File: config.mk
export PLATFORM = sky130hd
export DESIGN_NAME = bouncing_sprite_motion
export DESIGN_NICKNAME = d
export VERILOG_FILES = /design/src/hw/rtl/bsm_pkg.sv /design/src/hw/rtl/bouncing_sprite_motion.sv
export SDC_FILE = /design/constraint.sdc
export NUM_CORES = 1
export LEC_CHECK = 0
export ABC_AREA = 0
export BUFFER_PORTS_ARGS = -buffer_cell sky130_fd_sc_hd__clkbuf_2
export CAP_MARGIN = 10
export CORE_UTILIZATION = 55
export DETAILED_ROUTE_END_ITERATION = 8
export PLACE_DENSITY = 0.72
export SYNTH_ARGS = -nofsm -noshare
export SYNTH_HDL_FRONTEND = slang
export SYNTH_SLANG_ARGS = --single-unit
File: constraint.sdc
create_clock -name clk -period 6.4 [get_ports clk]
set_input_delay 0.64 -clock clk [delete_from_list [all_inputs] [get_ports clk]]
set_output_delay 0.64 -clock clk [all_outputs]
set_load 0.02 [all_outputs]
File: src/hw/rtl/bsm_pkg.sv
package bsm_pkg;

  // Default coordinate width of the edge registers, in bits
  localparam int COORD_BITS_DEF = 12;

  // Fixed register widths for the sprite size
  localparam int SPRW_BITS = 9;
  localparam int SPRH_BITS = 10;

  // Configuration register indexes
  localparam int CFG_ADDR_W = 3;
  localparam logic [CFG_ADDR_W-1:0] REG_LEFT   = 3'd0;
  localparam logic [CFG_ADDR_W-1:0] REG_RIGHT  = 3'd1;
  localparam logic [CFG_ADDR_W-1:0] REG_BOTTOM = 3'd2;
  localparam logic [CFG_ADDR_W-1:0] REG_TOP    = 3'd3;
  localparam logic [CFG_ADDR_W-1:0] REG_SPRW   = 3'd4;
  localparam logic [CFG_ADDR_W-1:0] REG_SPRH   = 3'd5;

  // Reset values of the configuration registers
  localparam int RST_LEFT   = 0;
  localparam int RST_RIGHT  = 640;
  localparam int RST_BOTTOM = 0;
  localparam int RST_TOP    = 480;
  localparam int RST_SPRW   = 100;
  localparam int RST_SPRH   = 100;

  // Request kinds carried on in_tuser
  localparam logic REQ_START = 1'b0;
  localparam logic REQ_FRAME = 1'b1;

  // Linear congruential generator
  localparam int          LCG_MUL_W = 18;
  localparam logic [17:0] LCG_MUL   = 18'h343fd;
  localparam logic [31:0] LCG_INC   = 32'h0026_9ec3;
  localparam int          DRAW_W    = 15;

  // Serial multiplier walks this many multiplier bits
  localparam int MUL_STEPS = LCG_MUL_W;

  // Square root
  localparam int          ROOT_BITS = 16;
  localparam logic [15:0] SQ_FULL   = 16'hffff;

endpackage

File: src/hw/rtl/bouncing_sprite_motion.sv
// Channel | Group                          | Beat contents (low bit first)
// --------+--------------------------------+------------------------------------
// input   | in_tvalid/in_tready/in_tdata/  | tdata: seed_value[31:0]
//         | in_tuser                       | tuser: req_type (0 start, 1 frame)
// result  | out_tvalid/out_tready/out_tdata| tdata: pos_x, pos_y, bounced, zeros
// config  | cfg_we/cfg_addr/cfg_wdata      | one register per write, no wait
//
// One item at a time. A frame without a new velocity runs the edge checks and
// the position step; one with a new velocity also uses the 18-step shift-add
// multiplier (generator and vx^2) and the 16-step two-bit-per-step square root.
// Start item: four generator draws and two position products. Reset (rst_n low,
// synchronous) clears motion state, sets the redraw flag and loads the register
// defaults. A finished result waits in the output register; the next beat is
// taken once the block is back in idle, even while that result is unread.
module bouncing_sprite_motion #(
  parameter int COORD_BITS = bsm_pkg::COORD_BITS_DEF,
  localparam int OUT_W = ((2 * (COORD_BITS + 1) + 1 + 7) / 8) * 8
) (
  input  logic                              clk,
  input  logic                              rst_n,
  // configuration
  input  logic                              cfg_we,
  input  logic [bsm_pkg::CFG_ADDR_W-1:0]    cfg_addr,
  input  logic [COORD_BITS-1:0]             cfg_wdata,
  // input stream
  input  logic                              in_tvalid,
  output logic                              in_tready,
  input  logic [31:0]                       in_tdata,   // seed_value
  input  logic                              in_tuser,   // req_type
  // result stream
  output logic                              out_tvalid,
  input  logic                              out_tready,
  output logic [OUT_W-1:0]                  out_tdata   // pos_x, pos_y, bounced
);
  import bsm_pkg::*;

  localparam int CNT_W = $clog2(MUL_STEPS + 1);
  localparam int POS_W = COORD_BITS + 1;

  typedef enum logic [3:0] {
    S_IDLE, S_MUL, S_LCG, S_POSX, S_POSY, S_EDGE_X, S_EDGE_Y,
    S_SQ, S_ROOT, S_VEL, S_OUTF, S_DONE
  } state_t;

  typedef enum logic [2:0] {
    ST_PX, ST_PY, ST_HR, ST_HU, ST_SPEED
  } step_t;

  // configuration
  logic [COORD_BITS-1:0] left_r, right_r, bottom_r, top_r;
  logic [SPRW_BITS-1:0]  sprw_r;
  logic [SPRH_BITS-1:0]  sprh_r;

  // motion state
  logic [31:0] px_r, px_nxt, py_r, py_nxt, vx_r, vx_nxt, vy_r, vy_nxt;
  logic        hr_r, hr_nxt, hu_r, hu_nxt, redraw_r, redraw_nxt;
  logic [31:0] rng_r, rng_nxt;

  // control
  state_t state_r, state_nxt, ret_r, ret_nxt;
  step_t  step_r, step_nxt;
  logic   out_tvalid_r, out_tvalid_nxt;
  logic [OUT_W-1:0] out_tdata_r, out_tdata_nxt;

  // serial multiplier and root datapath
  logic [31:0]          mcand_r, mcand_nxt, acc_r, acc_nxt;
  logic [LCG_MUL_W-1:0] mplier_r, mplier_nxt;
  logic [CNT_W-1:0]     cnt_r, cnt_nxt;
  logic [31:0]          rad_r, rad_nxt;
  logic [ROOT_BITS-1:0] root_r, root_nxt;
  logic [ROOT_BITS:0]   srem_r, srem_nxt;
  logic [15:0]          sx_r, sx_nxt;

  // result
  logic [POS_W-1:0] res_x_r, res_x_nxt, res_y_r, res_y_nxt;
  logic             bnc_r, bnc_nxt;

  // combinational helpers
  logic [31:0]        acc_sum, rng_val, range_x, range_y;
  logic [DRAW_W-1:0]  draw_val;
  logic [16:0]        ix, iy, left17, bot17, hix17, hiy17;
  logic               x_lo, x_hi, y_lo, y_hi;
  logic [ROOT_BITS+2:0] cur, trial;
  logic               ge;

  assign in_tready  = (state_r == S_IDLE);
  assign out_tvalid = out_tvalid_r;
  assign out_tdata  = out_tdata_r;

  always_comb begin
    acc_sum  = acc_r + (mplier_r[0] ? mcand_r : 32'd0);
    rng_val  = acc_r + LCG_INC;
    draw_val = rng_val[30:16];
    range_x  = 32'(right_r) - 32'(left_r) - 32'(sprw_r);
    range_y  = 32'(top_r) - 32'(bottom_r) - 32'(sprh_r);
    ix       = {px_r[31], px_r[31:16]};
    iy       = {py_r[31], py_r[31:16]};
    left17   = 17'(left_r);
    bot17    = 17'(bottom_r);
    hix17    = 17'(right_r) - 17'(sprw_r);
    hiy17    = 17'(top_r) - 17'(sprh_r);
    x_lo     = $signed(ix) < $signed(left17);
    x_hi     = $signed(ix) >= $signed(hix17);
    y_lo     = $signed(iy) < $signed(bot17);
    y_hi     = $signed(iy) >= $signed(hiy17);
    cur      = {srem_r, rad_r[31:30]};
    trial    = {1'b0, root_r, 2'b01};
    ge       = (cur >= trial);
  end

  always_comb begin
    state_nxt      = state_r;
    ret_nxt        = ret_r;
    step_nxt       = step_r;
    px_nxt         = px_r;
    py_nxt         = py_r;
    vx_nxt         = vx_r;
    vy_nxt         = vy_r;
    hr_nxt         = hr_r;
    hu_nxt         = hu_r;
    redraw_nxt     = redraw_r;
    rng_nxt        = rng_r;
    mcand_nxt      = mcand_r;
    mplier_nxt     = mplier_r;
    acc_nxt        = acc_r;
    cnt_nxt        = cnt_r;
    rad_nxt        = rad_r;
    root_nxt       = root_r;
    srem_nxt       = srem_r;
    sx_nxt         = sx_r;
    res_x_nxt      = res_x_r;
    res_y_nxt      = res_y_r;
    bnc_nxt        = bnc_r;
    out_tvalid_nxt = out_tvalid_r;
    out_tdata_nxt  = out_tdata_r;

    if (out_tvalid_r && out_tready) begin
      out_tvalid_nxt = 1'b0;
    end

    case (state_r)
      S_IDLE: begin
        if (in_tvalid) begin
          bnc_nxt = 1'b0;
          if (in_tuser == REQ_START) begin
            rng_nxt    = in_tdata;
            mcand_nxt  = in_tdata;
            mplier_nxt = LCG_MUL;
            acc_nxt    = 32'd0;
            cnt_nxt    = CNT_W'(MUL_STEPS);
            ret_nxt    = S_LCG;
            step_nxt   = ST_PX;
            state_nxt  = S_MUL;
          end else begin
            state_nxt = S_EDGE_X;
          end
        end
      end
      S_MUL: begin
        acc_nxt    = acc_sum;
        mcand_nxt  = {mcand_r[30:0], 1'b0};
        mplier_nxt = {1'b0, mplier_r[LCG_MUL_W-1:1]};
        cnt_nxt    = cnt_r - CNT_W'(1);
        if (cnt_r == CNT_W'(1)) begin
          state_nxt = ret_r;
        end
      end
      S_LCG: begin
        rng_nxt = rng_val;
        acc_nxt = 32'd0;
        cnt_nxt = CNT_W'(MUL_STEPS);
        case (step_r)
          ST_PX: begin
            mcand_nxt  = range_x;
            mplier_nxt = LCG_MUL_W'(draw_val);
            ret_nxt    = S_POSX;
            state_nxt  = S_MUL;
          end
          ST_PY: begin
            mcand_nxt  = range_y;
            mplier_nxt = LCG_MUL_W'(draw_val);
            ret_nxt    = S_POSY;
            state_nxt  = S_MUL;
          end
          ST_HR: begin
            hr_nxt     = draw_val[0];
            mcand_nxt  = rng_val;
            mplier_nxt = LCG_MUL;
            step_nxt   = ST_HU;
            ret_nxt    = S_LCG;
            state_nxt  = S_MUL;
          end
          ST_HU: begin
            hu_nxt     = draw_val[0];
            redraw_nxt = 1'b1;
            res_x_nxt  = px_r[16 +: POS_W];
            res_y_nxt  = py_r[16 +: POS_W];
            state_nxt  = S_DONE;
          end
          default: begin
            // new x speed is 2*draw, below one pixel per frame
            sx_nxt     = {draw_val, 1'b0};
            mcand_nxt  = 32'({draw_val, 1'b0});
            mplier_nxt = LCG_MUL_W'({draw_val, 1'b0});
            ret_nxt    = S_SQ;
            state_nxt  = S_MUL;
          end
        endcase
      end
      S_POSX: begin
        px_nxt     = {16'(left_r), 16'd0} + {acc_r[30:0], 1'b0};
        mcand_nxt  = rng_r;
        mplier_nxt = LCG_MUL;
        acc_nxt    = 32'd0;
        cnt_nxt    = CNT_W'(MUL_STEPS);
        step_nxt   = ST_PY;
        ret_nxt    = S_LCG;
        state_nxt  = S_MUL;
      end
      S_POSY: begin
        py_nxt     = {16'(bottom_r), 16'd0} + {acc_r[30:0], 1'b0};
        mcand_nxt  = rng_r;
        mplier_nxt = LCG_MUL;
        acc_nxt    = 32'd0;
        cnt_nxt    = CNT_W'(MUL_STEPS);
        step_nxt   = ST_HR;
        ret_nxt    = S_LCG;
        state_nxt  = S_MUL;
      end
      S_EDGE_X: begin
        if (x_lo || x_hi) begin
          // mirror about the crossed edge: 2*E - p in 16.16
          px_nxt     = (x_lo ? {left17[14:0], 17'd0} : {hix17[14:0], 17'd0}) - px_r;
          hr_nxt     = x_lo;
          hu_nxt     = (|vy_r) && !vy_r[31];
          redraw_nxt = 1'b1;
        end
        state_nxt = S_EDGE_Y;
      end
      S_EDGE_Y: begin
        if (y_lo || y_hi) begin
          py_nxt     = (y_lo ? {bot17[14:0], 17'd0} : {hiy17[14:0], 17'd0}) - py_r;
          hu_nxt     = y_lo;
          hr_nxt     = (|vx_r) && !vx_r[31];
          redraw_nxt = 1'b1;
        end
        if (redraw_r || y_lo || y_hi) begin
          mcand_nxt  = rng_r;
          mplier_nxt = LCG_MUL;
          acc_nxt    = 32'd0;
          cnt_nxt    = CNT_W'(MUL_STEPS);
          step_nxt   = ST_SPEED;
          ret_nxt    = S_LCG;
          state_nxt  = S_MUL;
        end else begin
          state_nxt = S_OUTF;
        end
      end
      S_SQ: begin
        // root argument is (65535 - vx^2/65536) << 16
        rad_nxt   = {SQ_FULL - acc_r[31:16], 16'd0};
        root_nxt  = '0;
        srem_nxt  = '0;
        cnt_nxt   = CNT_W'(ROOT_BITS);
        state_nxt = S_ROOT;
      end
      S_ROOT: begin
        // restoring root, two radicand bits per step
        srem_nxt = ge ? 17'(cur - trial) : cur[ROOT_BITS:0];
        root_nxt = {root_r[ROOT_BITS-2:0], ge};
        rad_nxt  = {rad_r[29:0], 2'b00};
        cnt_nxt  = cnt_r - CNT_W'(1);
        if (cnt_r == CNT_W'(1)) begin
          state_nxt = S_VEL;
        end
      end
      S_VEL: begin
        vx_nxt     = hr_r ? 32'(sx_r) : 32'd0 - 32'(sx_r);
        vy_nxt     = hu_r ? 32'(root_r) : 32'd0 - 32'(root_r);
        redraw_nxt = 1'b0;
        bnc_nxt    = 1'b1;
        state_nxt  = S_OUTF;
      end
      S_OUTF: begin
        res_x_nxt = px_r[16 +: POS_W];
        res_y_nxt = py_r[16 +: POS_W];
        px_nxt    = px_r + vx_r;
        py_nxt    = py_r + vy_r;
        state_nxt = S_DONE;
      end
      S_DONE: begin
        if (!out_tvalid_r || out_tready) begin
          out_tvalid_nxt = 1'b1;
          out_tdata_nxt  = OUT_W'({bnc_r, res_y_r, res_x_r});
          state_nxt      = S_IDLE;
        end
      end
      default: begin
        state_nxt = S_IDLE;
      end
    endcase
  end

  always_ff @(posedge clk) begin
    if (!rst_n) begin
      state_r      <= S_IDLE;
      ret_r        <= S_IDLE;
      step_r       <= ST_PX;
      out_tvalid_r <= 1'b0;
      px_r         <= '0;
      py_r         <= '0;
      vx_r         <= '0;
      vy_r         <= '0;
      hr_r         <= 1'b0;
      hu_r         <= 1'b0;
      redraw_r     <= 1'b1;
      rng_r        <= '0;
      cnt_r        <= '0;
      left_r       <= COORD_BITS'(RST_LEFT);
      right_r      <= COORD_BITS'(RST_RIGHT);
      bottom_r     <= COORD_BITS'(RST_BOTTOM);
      top_r        <= COORD_BITS'(RST_TOP);
      sprw_r       <= SPRW_BITS'(RST_SPRW);
      sprh_r       <= SPRH_BITS'(RST_SPRH);
    end else begin
      state_r      <= state_nxt;
      ret_r        <= ret_nxt;
      step_r       <= step_nxt;
      out_tvalid_r <= out_tvalid_nxt;
      px_r         <= px_nxt;
      py_r         <= py_nxt;
      vx_r         <= vx_nxt;
      vy_r         <= vy_nxt;
      hr_r         <= hr_nxt;
      hu_r         <= hu_nxt;
      redraw_r     <= redraw_nxt;
      rng_r        <= rng_nxt;
      cnt_r        <= cnt_nxt;
      if (cfg_we) begin
        case (cfg_addr)
          REG_LEFT:   left_r   <= cfg_wdata;
          REG_RIGHT:  right_r  <= cfg_wdata;
          REG_BOTTOM: bottom_r <= cfg_wdata;
          REG_TOP:    top_r    <= cfg_wdata;
          REG_SPRW:   sprw_r   <= cfg_wdata[SPRW_BITS-1:0];
          REG_SPRH:   sprh_r   <= cfg_wdata[SPRH_BITS-1:0];
          default: ;
        endcase
      end
    end
    out_tdata_r <= out_tdata_nxt;
    mcand_r     <= mcand_nxt;
    mplier_r    <= mplier_nxt;
    acc_r       <= acc_nxt;
    rad_r       <= rad_nxt;
    root_r      <= root_nxt;
    srem_r      <= srem_nxt;
    sx_r        <= sx_nxt;
    res_x_r     <= res_x_nxt;
    res_y_r     <= res_y_nxt;
    bnc_r       <= bnc_nxt;
  end

  a_busy_after_accept: assert property (@(posedge clk) disable iff (!rst_n)
    in_tvalid && in_tready |=> !in_tready)
    else $error("block still ready after taking a beat");

  a_vel_needs_redraw: assert property (@(posedge clk) disable iff (!rst_n)
    state_r == S_VEL |-> redraw_r)
    else $error("velocity drawn without a pending redraw");

  a_redraw_clear: assert property (@(posedge clk) disable iff (!rst_n)
    $fell(redraw_r) |-> $past(state_r) == S_VEL)
    else $error("redraw flag cleared outside velocity update");

  a_result_loaded: assert property (@(posedge clk) disable iff (!rst_n)
    state_r == S_DONE && (!out_tvalid_r || out_tready) |=>
      out_tvalid_r && state_r == S_IDLE)
    else $error("finished result not posted");

  a_root_steps: assert property (@(posedge clk) disable iff (!rst_n)
    state_r == S_SQ |=> state_r == S_ROOT && cnt_r == CNT_W'(ROOT_BITS))
    else $error("root iteration count not loaded");

endmodule
### Word-level counts from Yosys, hierarchy flattened

Index checks and enable logic that the tools add are counted.

| storage, ports and cells | value |
|---|---|
| bits in registers | 463 |
| bits of input ports | 53 |
| logic and storage cells | 213 |

| operators by class | value |
|---|---|
| $add $sub $neg | 19 |
| magnitude comparators | 5 |
| equality and inequality tests | 31 |
| mux-type cells | 71 |
| bitwise logic cells | 1 |
| reductions and logical operators | 56 |

Operators with widths:

| operator | count |
|---|---|
| two-way mux 32 bit | 13 |
| one-hot mux 32 bit (4 select lines) | 2 |
| one-hot mux 32 bit (3 select lines) | 2 |
| one-hot mux 32 bit (5 select lines) | 1 |
| one-hot mux 32 bit (2 select lines) | 2 |
| adder 32 bit | 3 |
| one-hot mux 18 bit (5 select lines) | 1 |
| adder 28 x 32 -> 32 bit | 2 |
| OR reduction 32 bit | 2 |
| subtractor 32 bit | 2 |
| two-way mux 18 bit | 3 |
| one-hot mux 18 bit (3 select lines) | 1 |
| one-hot mux 13 bit (2 select lines) | 2 |
| one-hot mux 4 bit (11 select lines) | 1 |
| two-way mux 4 bit | 9 |
| one-hot mux 17 bit (2 select lines) | 1 |
| subtractor 1 x 16 -> 17 bit, first input constant | 2 |
| adder 32 x 22 -> 32 bit, second input constant | 1 |
| >= comparator 16 x 13 -> 1 bit | 2 |
| < comparator 16 x 13 -> 1 bit | 2 |
| one-hot mux 16 bit (2 select lines) | 1 |
| one-hot mux 4 bit (4 select lines) | 2 |
| two-way mux 13 bit | 2 |
| subtractor 12 x 12 -> 13 bit | 2 |
| other kinds (44) | 122 |

### Longest topological paths before layout

Gate-level depths: netlist of run 1.

| depth | value |
|---|---|
| word-level depth | 5 |
| gate-level depth with buffers | 22 |

### Least setup slack after synthesis of run 1

No wires, ideal clock.

| path | value |
|---|---|
| path type | flip-flop to flip-flop |
| from | register sprh_r[1] |
| to | register mcand_r[0] (enable) |
| setup time | 458 ps |
| arrival time | 5361 ps |
| data required time | 5942 ps |
| slack | 582 ps |
| stages on the path, launching flop included | 20 |
| clock period less this slack | 5818 ps |
| path through | dfxtp_1 inv_1 ha_1 nor2b_1 o21ai_0 a21boi_0 o21a_1 o21ai_0 a21oi_1 nor4_1 a41oi_1 and2_1 ha_1 nand3_1 or2_2 a31oi_1 o32ai_1 nand4_1 o221ai_1 nor2_1 |

| on the way | value |
|---|---|
| cells in the longest elaborated chain, start to end | 5 |

Ends and longest elaborated chain:

| item | RTL line | RTL |
|---|---|---|
| start: declaration | bouncing_sprite_motion.sv:52 | `logic [SPRH_BITS-1:0] sprh_r;` |
| start signal: assignment | bouncing_sprite_motion.sv:324 | `sprh_r <= SPRH_BITS'(RST_SPRH);` |
| start signal: assignment | bouncing_sprite_motion.sv:346 | `REG_SPRH: sprh_r <= cfg_wdata[SPRH_BITS-1:0];` |
| subtractor 12 x 10 -> 13 bit | bouncing_sprite_motion.sv:101 | `hiy17 = 17'(top_r) - 17'(sprh_r);` |
| >= comparator 16 x 13 -> 1 bit | bouncing_sprite_motion.sv:105 | `y_hi = $signed(iy) >= $signed(hiy17);` |
| logical OR 1 bit | bouncing_sprite_motion.sv:247 | `if (redraw_r \|\| y_lo \|\| y_hi) begin` |
| inequality test 2 bit (no source line) | -- |  |
| AND reduction 5 bit (no source line) | -- |  |
| end signal: assignment | bouncing_sprite_motion.sv:352 | `mcand_r <= mcand_nxt;` |
| end: declaration | bouncing_sprite_motion.sv:66 | `logic [31:0] mcand_r, mcand_nxt, acc_r, acc_nxt;` |

Every way passes these cells.
A chain may end at the register's enable or synchronous reset.

### Worst setup path in the final report of run 1

| path | value |
|---|---|
| from | register sprh_r[1] |
| to | register py_r[31] |

| on the way | value |
|---|---|
| cells in the longest elaborated chain, start to end | 5 |

Ends and longest elaborated chain:

| item | RTL line | RTL |
|---|---|---|
| subtractor 12 x 10 -> 13 bit * | bouncing_sprite_motion.sv:101 |  |
| two-way mux 32 bit / >= comparator 16 x 13 -> 1 bit (equally long branches) | bouncing_sprite_motion.sv:242, bouncing_sprite_motion.sv:105 |  |
| subtractor 32 bit / logical OR 1 bit (equally long branches) | bouncing_sprite_motion.sv:242, bouncing_sprite_motion.sv:241 |  |
| two-way mux 32 bit / inequality test 2 bit (equally long branches) | -- |  |
| one-hot mux 32 bit (3 select lines) / AND reduction 2 bit (equally long branches) | -- |  |
| end signal: assignment | bouncing_sprite_motion.sv:331 | `py_r <= py_nxt;` |
| end: declaration | bouncing_sprite_motion.sv:55 | `logic [31:0] px_r, px_nxt, py_r, py_nxt, vx_r, vx_nxt, vy_r, vy_nxt;` |

Every way passes the cells marked *; elsewhere a longest branch is shown, timed or not. The select of a mux whose other input is x is not followed.

==> results.md, run 1 <==
* First drt pass iteration count at 8
* Antenna viol nets, final at 0
* Main flop type after synthesis: dfxtp_1
* Critical path class: register to register
* CP Cell Sequence: inv_1 -> ha_1 -> nor2b_1 -> o21ai_0 -> a21boi_0 -> o21a_1 -> o21ai_0 -> a21oi_1 -> nor4_1 -> a41oi_1 -> and2_1 -> ha_1 -> nand3_1 -> or2_2 -> a31oi_1 -> o32ai_1 -> nand4_1 -> and3_2 -> o21ai_0 -> a221oi_1 -> a21oi_1
* Clock Power Share at 0.186
* Min-Delay Path Class: primary input to register
* Vias in the first global route at 27127
* R2R depth at 21
* Post-cts resize count at 0
* Area leader, netlist: edfxtp_1
* Area growth, synth to finish at 8.74%
* Routed wire per std cell at 21.9 microns
* CP Max Fanout at 55
* Setup-failing EPs final at 0
* Initial antenna violation count at 2
* Worst setup EP type: register
* DRC Markers at 0
* CP top delay family: simple AND/OR/NAND/NOR gates
* Setup TNS at 0 ns
* Starting DRT DRC Count at 2900
* #FFs+latches synth at 415
* IR drop worst, VDD at 356 uV
* Crit path top cell by count: o21ai_0
* Ys async rst share at 0
* Most common cell in the synthesized netlist: nand2_1
* Post-Synthesis Cell Area at 31300 sq um
* Pwr Total at 14.9 mW
* Port Buf Inserts at 81
* Root Buffer Master: clkbuf_16
* Outcome: finished, final reports clean
* Data required time at the worst endpoint at 6.89 ns
* Combinational power share at 0.531
* NumNets Final at 4141
* Overall routed net length at 101000 microns
* CP peak stage delay at 0.98 ns
* Largest net degree at the start of global routing at 75
* Mean Syn Cell Area at 8.31 sq um
* Multi-input gate area at 19800 sq um
* Vias/cell at 6.32
* Synth top area cells: edfxtp_1 19%, dfxtp_1 14%, ha_1 11%
* Hold depth at 3
* Slew margin rel. at 0.147
* Worst Skew at 0.0352 ns
* Gr ovfl total at 0
* # IOs at 87
* Gate Count Post-Synth at 3769
* Max Slew Vio Count at 0
* Share of cells above drive strength 1 at 0.0699
* Top cells by count, synth: 425 x nand2_1, 368 x nor2_1, 329 x a21oi_1, 285 x ha_1, 256 x o21ai_0
* Initial core utilization at 0.556
* Critical Path AT at 5.98 ns
* Critical path launch point type: register
* Max-cap violations at 0
* Net Sw Power at 6.78 mW
* Crit path time final at 5.48 ns
* Post-synth cell types at 94
* Slew @ Worst Pin at 1.27 ns
* EDFF count, synth at 200
* Clk slew on worst S/H paths at 0.06 ns
* Fillers at 5167
* Die Height at 241 microns
* Sequential standard cell area at 10300 sq um
* Bufs and invs on worst path at 1
* Sw Ratio at 0.454
* Die width at 241 microns
* Final Hold Violating Endpoints at 0
* Sequential fraction of the synthesis area at 0.329
* Internal power at 8.15 mW
* Reg power frac at 0.283
* Share of the synthesized area in the top cell type at 0.192
* Row count at 87
* Sink Count at 415
* CTS tree: done
* Via count at 28984
* Core Box Area at 56300 sq um
* Yosys warnings at 0
* Clock Latency Late Sink at 0.62 ns
* DPL Wire Length at 74800 microns
* Hold-fix buffers, CTS at 0
* First-pass GRT wire length at 155000 microns
* RSZ-0062 raised after global routing: no
* Peak Freq at 0.182 GHz
* TritonCTS Buffers at 48
* CP max-delay cell: and3_2
* Fin crit share at 0.857
* PwrDens at 439 nW/um^2
* H-tree depth at 2
* GP Congestion at 0.989
* GRT Total Usage at 0.347
* Post-CTS setup buffers at 0
* Clk buf depth at 3
* Leak at 13.4 nW
* Post-route core utilization at 0.605
* Die area at 57900 sq um
* CP Depth at 21
## layout by cell type (no fill, tap or decap), drive strengths merged, types with 12 or more instances in the layout
cell / count
nand2: 425
nor2: 369
a21oi: 330
ha: 285
o21ai: 257
dfxtp: 215
edfxtp: 200
inv: 181
xnor2: 159
clkbuf: 152
nand3: 89
a211oi: 84
nor3: 80
xor2: 75
a21o: 62
and2: 55
o21a: 52
nor2b: 50
a31oi: 46
buf: 45
o211ai: 42
nand2b: 33
a221oi: 32
nand4: 31
a222oi: 31
o22ai: 31
mux2i: 30
and3: 30
nor4: 28
or3: 28
a311oi: 23
o31ai: 23
o21bai: 22
or2: 19
a22oi: 18
clkinv: 15
o31a: 13
a21boi: 12
## layer usage
metal  global-route usage  routed length, microns
met1                0.434                   41100
met2                0.547                   44000
met3               0.0796                    9080
met4                0.207                    6350
met5                    0                      17
## flip-flops by register name (all words and copies together), names as in the netlist, 17 cells and up
register	cells
out_tdata	27
mcand_r	32
mplier_r	18
rng_r	32
vy_r	17
acc_r	32
srem_r	17
px_r	32
py_r	32
## worst register-to-register path, stage by stage (launching register included)
cell and delay [ns]:
dfxtp_1 0.43, inv_1 0.11, ha_1 0.29, nor2b_1 0.13, o21ai_0 0.21, a21boi_0 0.12, o21a_1 0.19, o21ai_0 0.31
a21oi_1 0.18, nor4_1 0.20, a41oi_1 0.09, and2_1 0.18, ha_1 0.28, nand3_1 0.09, or2_2 0.29, a31oi_1 0.17
o32ai_1 0.12, nand4_1 0.40, and3_2 0.98, o21ai_0 0.26, a221oi_1 0.26, a21oi_1 0.10
## cell families after synthesis
kind of cell / after synthesis / synth area share
flip-flops: 415 / 0.329
multiplexers: 33 / 0.0107
other: 1 / 0.000120
adder cells (fa/ha/maj): 296 / 0.121
XOR/XNOR: 234 / 0.0655
AND/OR/NAND/NOR: 1279 / 0.189
AO/OA/AOI/OAI: 1174 / 0.243
buffers and inverters: 337 / 0.0417
## cell type report
type | count | area share
multi-input cells | 3021 | 0.581
repair buffers | 126 | 0.0218
clock inverters | 19 | 0.00448
flip-flops and latches | 415 | 0.303
clock buffers | 71 | 0.0415
well taps | 756 | 0.0278
diodes | 1 | 0.0000735
inverters | 180 | 0.0200
## power by group through the flow
stage	sequential, mW	clock (mW)	combinational, mW
floorplan	3.75	0	5.95
CTS	4.18	2.81	7.76
detailed placement	4.23	0	7.69
global placement	4.24	0	7.63
global route	4.24	2.91	8.65
finish	4.23	2.78	7.93
## stage by stage
step | cell area, sq um | std cells | worst slack [ns] | hold slack, ns
CTS | 34000 | 4588 | 1.04 | 0.259
finish | 34000 | 4589 | 0.917 | 0.278
floorplan | 31300 | 3773 | 0.582 | 0.400
global route | 34000 | 4589 | 0.518 | 0.290
global placement | 32500 | 4498 | 1.16 | 0.401
detailed placement | 32500 | 4498 | 1.08 | 0.405
## worst paths after layout
check,from,to,slack [ns]
setup / recovery,sprh_r[1]$_SDFFE_PN0P_,py_r[31]$_SDFFE_PN0P_,0.92
hold / removal,in_tdata[16],rng_r[16]$_SDFFE_PN0P_,0.28
setup reg to reg,sprh_r[1]$_SDFFE_PN0P_,py_r[31]$_SDFFE_PN0P_,0.92
hold reg to reg,res_x_r[3]$_DFFE_PP_,out_tdata[3]$_DFFE_PP_,0.42
Power figures use the tool's default switching activity.
==> run 2, diff against run 1 <==
--- a/config.mk
+++ b/config.mk
@@ -6,7 +6,7 @@
 export NUM_CORES = 1
 export LEC_CHECK = 0
 export ABC_AREA = 0
-export BUFFER_PORTS_ARGS = -buffer_cell sky130_fd_sc_hd__clkbuf_2
+export BUFFER_PORTS_ARGS = -buffer_cell sky130_fd_sc_hd__buf_2
 export CAP_MARGIN = 10
 export CORE_UTILIZATION = 55
 export DETAILED_ROUTE_END_ITERATION = 8
==> results.md, run 2 (synthesis results as in run 1) <==
* Peak Freq at 0.184 GHz (was 0.182 GHz)
* Commonest non-fill, non-tap cell in the layout: nand2_1 (unchanged)
* Antenna viol nets, final at 0 (unchanged)
* Data required time at the worst endpoint at 6.89 ns (about the same)
* GR Util met3 at 0.0717 (was 0.0796)
* Setup TNS at 0 ns (unchanged)
* # IOs at 87 (unchanged)
* Initial antenna violation count at 3 (was 2)
* Initial core utilization at 0.556 (unchanged)
* Routed wire per std cell at 22.1 microns (was 21.9 microns)
* Share of cells above drive strength 1 at 0.0717 (was 0.0699)
* Die area at 57900 sq um (unchanged)
* Via count at 29259 (was 28984)
* Sink Count at 415 (unchanged)
* Max Slew Vio Count at 0 (unchanged)
* Final Hold Violating Endpoints at 0 (unchanged)
* Starting DRT DRC Count at 2855 (was 2900)
* Largest net degree at the start of global routing at 90 (was 75)
* Root Buffer Master: clkbuf_16 (unchanged)
* Max-cap violations at 0 (unchanged)
* Post-CTS setup buffers at 0 (unchanged)
* Met1 Use GR at 0.452 (was 0.434)
* DRC Markers at 0 (unchanged)
* CTS tree: done (unchanged)
* Fillers at 5126 (was 5167)
* Non-Filler Instances at 4592 (was 4589)
* Critical path launch point type: register (unchanged)
* Setup-failing EPs final at 0 (unchanged)
* Crit path time final at 5.44 ns (was 5.48 ns)
* Leak at 13.5 nW (was 13.4 nW)
* Worst Skew at 0.0291 ns (was 0.0352 ns)
* Port Buf Inserts at 81 (unchanged)
* Most frequent cells in the layout: 425 x nand2_1, 364 x nor2_1, 328 x a21oi_1, 285 x ha_1, 255 x o21ai_0 (unchanged)
* Outcome: finished, final reports clean (unchanged)
* Worst setup EP type: register (unchanged)
* Clk buf depth at 3 (unchanged)
* Vias in the first global route at 27363 (was 27127)
* Slew @ Worst Pin at 1.28 ns (was 1.27 ns)
* Die width at 241 microns (unchanged)
* Row count at 87 (unchanged)
* Post-placement cell count at 4499 (was 4498)
* Post-route core utilization at 0.609 (was 0.605)
* Gr ovfl total at 0 (unchanged)
* Post-cts resize count at 0 (unchanged)
* Vias/cell at 6.37 (was 6.32)
* CP Max Fanout at 55 (unchanged)
* Min-Delay Path Class: primary input to register (unchanged)
* DPL Wire Length at 75300 microns (was 74800 microns)
* First-pass GRT wire length at 157000 microns (was 155000 microns)
* Hold-fix buffers, CTS at 0 (unchanged)
* NumNets Final at 4143 (was 4141)
* Critical Path AT at 5.93 ns (was 5.98 ns)
* GP Congestion at 0.993 (was 0.989)
* Core Box Area at 56300 sq um (unchanged)
* First drt pass iteration count at 6 (was 8)
* Overall routed net length at 102000 microns (was 101000 microns)
* Die Height at 241 microns (unchanged)
* RSZ-0062 raised after global routing: no (unchanged)
* IR drop worst, VDD at 255 uV (was 356 uV)
* GR peak layer: met2 (unchanged)
* Critical path class: register to register (unchanged)
* Area growth, synth to finish at 9.45% (was 8.74%)
* Slew margin rel. at 0.139 (was 0.147)
* TritonCTS Buffers at 49 (was 48)
* Fin crit share at 0.850 (was 0.857)
* Met2 Use GR at 0.553 (was 0.547)
* PwrDens at 446 nW/um^2 (was 439 nW/um^2)
* GRT Total Usage at 0.352 (was 0.347)
* H-tree depth at 2 (unchanged)
* Clk slew on worst S/H paths at 0.06 ns (about the same)
* Clock Latency Late Sink at 0.62 ns (about the same)
==> run 2: worst max-delay path, cell delays in order (launching register included) <==
cell,delay (ns)
dfxtp_1,0.42
inv_1,0.09
ha_1,0.27
nor2b_1,0.12
o21ai_0,0.21
a21boi_0,0.12
o21a_1,0.18
o21ai_0,0.29
a21oi_1,0.17
nor4_1,0.20
a41oi_1,0.09
and2_1,0.18
ha_1,0.28
nand3_1,0.09
or2_2,0.30
a31oi_1,0.17
o32ai_1,0.12
nand4_1,0.38
and3_2,0.96
o21ai_0,0.25
a221oi_1,0.30
a21oi_1,0.11
==> run 2: per-stage QoR <==
stage | hold WS (ns) | setup slack (ns) | cell area, sq um | total power, mW
floorplan | 0.400 | 0.582 | 31300 | 9.71
global placement | 0.401 | 1.17 | 32500 | 11.9
detailed placement | 0.405 | 1.06 | 32500 | 11.9
CTS | 0.275 | 1.03 | 34300 | 15.1
global route | 0.309 | 0.540 | 34300 | 16.1
finish | 0.291 | 0.962 | 34300 | 15.3
==> run 2: where the power goes <==
| group | total, mW | internal, mW | switching, mW |
|---|---|---|---|
| logic | 7.97 | 3.17 | 4.81 |
| registers | 4.19 | 3.41 | 0.782 |
| clock network | 3.10 | 1.88 | 1.23 |
| total | 15.3 | 8.46 | 6.82 |
==> run 2: metal layers <==
metal | wire (microns) | vias up
li1 | - | 13945
met1 | 41800 | 13700
met2 | 44700 | 1331
met3 | 8970 | 281
met4 | 6040 | 2
met5 | 11 | -
==> run 2: worst paths after layout <==
| check | start | to | slack (ns) | cells after the start |
|---|---|---|---|---|
| setup reg to reg | sprh_r[1]$_SDFFE_PN0P_ | py_r[31]$_SDFFE_PN0P_ | 0.96 | 21 |
| hold / removal | in_tdata[21] | rng_r[21]$_SDFFE_PN0P_ | 0.29 | 3 |
| hold reg to reg | res_y_r[2]$_DFFE_PP_ | out_tdata[15]$_DFFE_PP_ | 0.41 | 0 |
| setup / recovery | sprh_r[1]$_SDFFE_PN0P_ | py_r[31]$_SDFFE_PN0P_ | 0.96 | 21 |
==> run 2: layout make-up <==
type,instances,area (sq um),share of cell area
diodes,1,2.50,0.0000730
clock buffers,62,1370,0.0399
well taps,756,946,0.0276
inverters,180,681,0.0199
repair buffers,127,763,0.0223
flip-flops and latches,415,10300,0.301
multi-input cells,3021,19800,0.578
clock inverters,30,402,0.0117
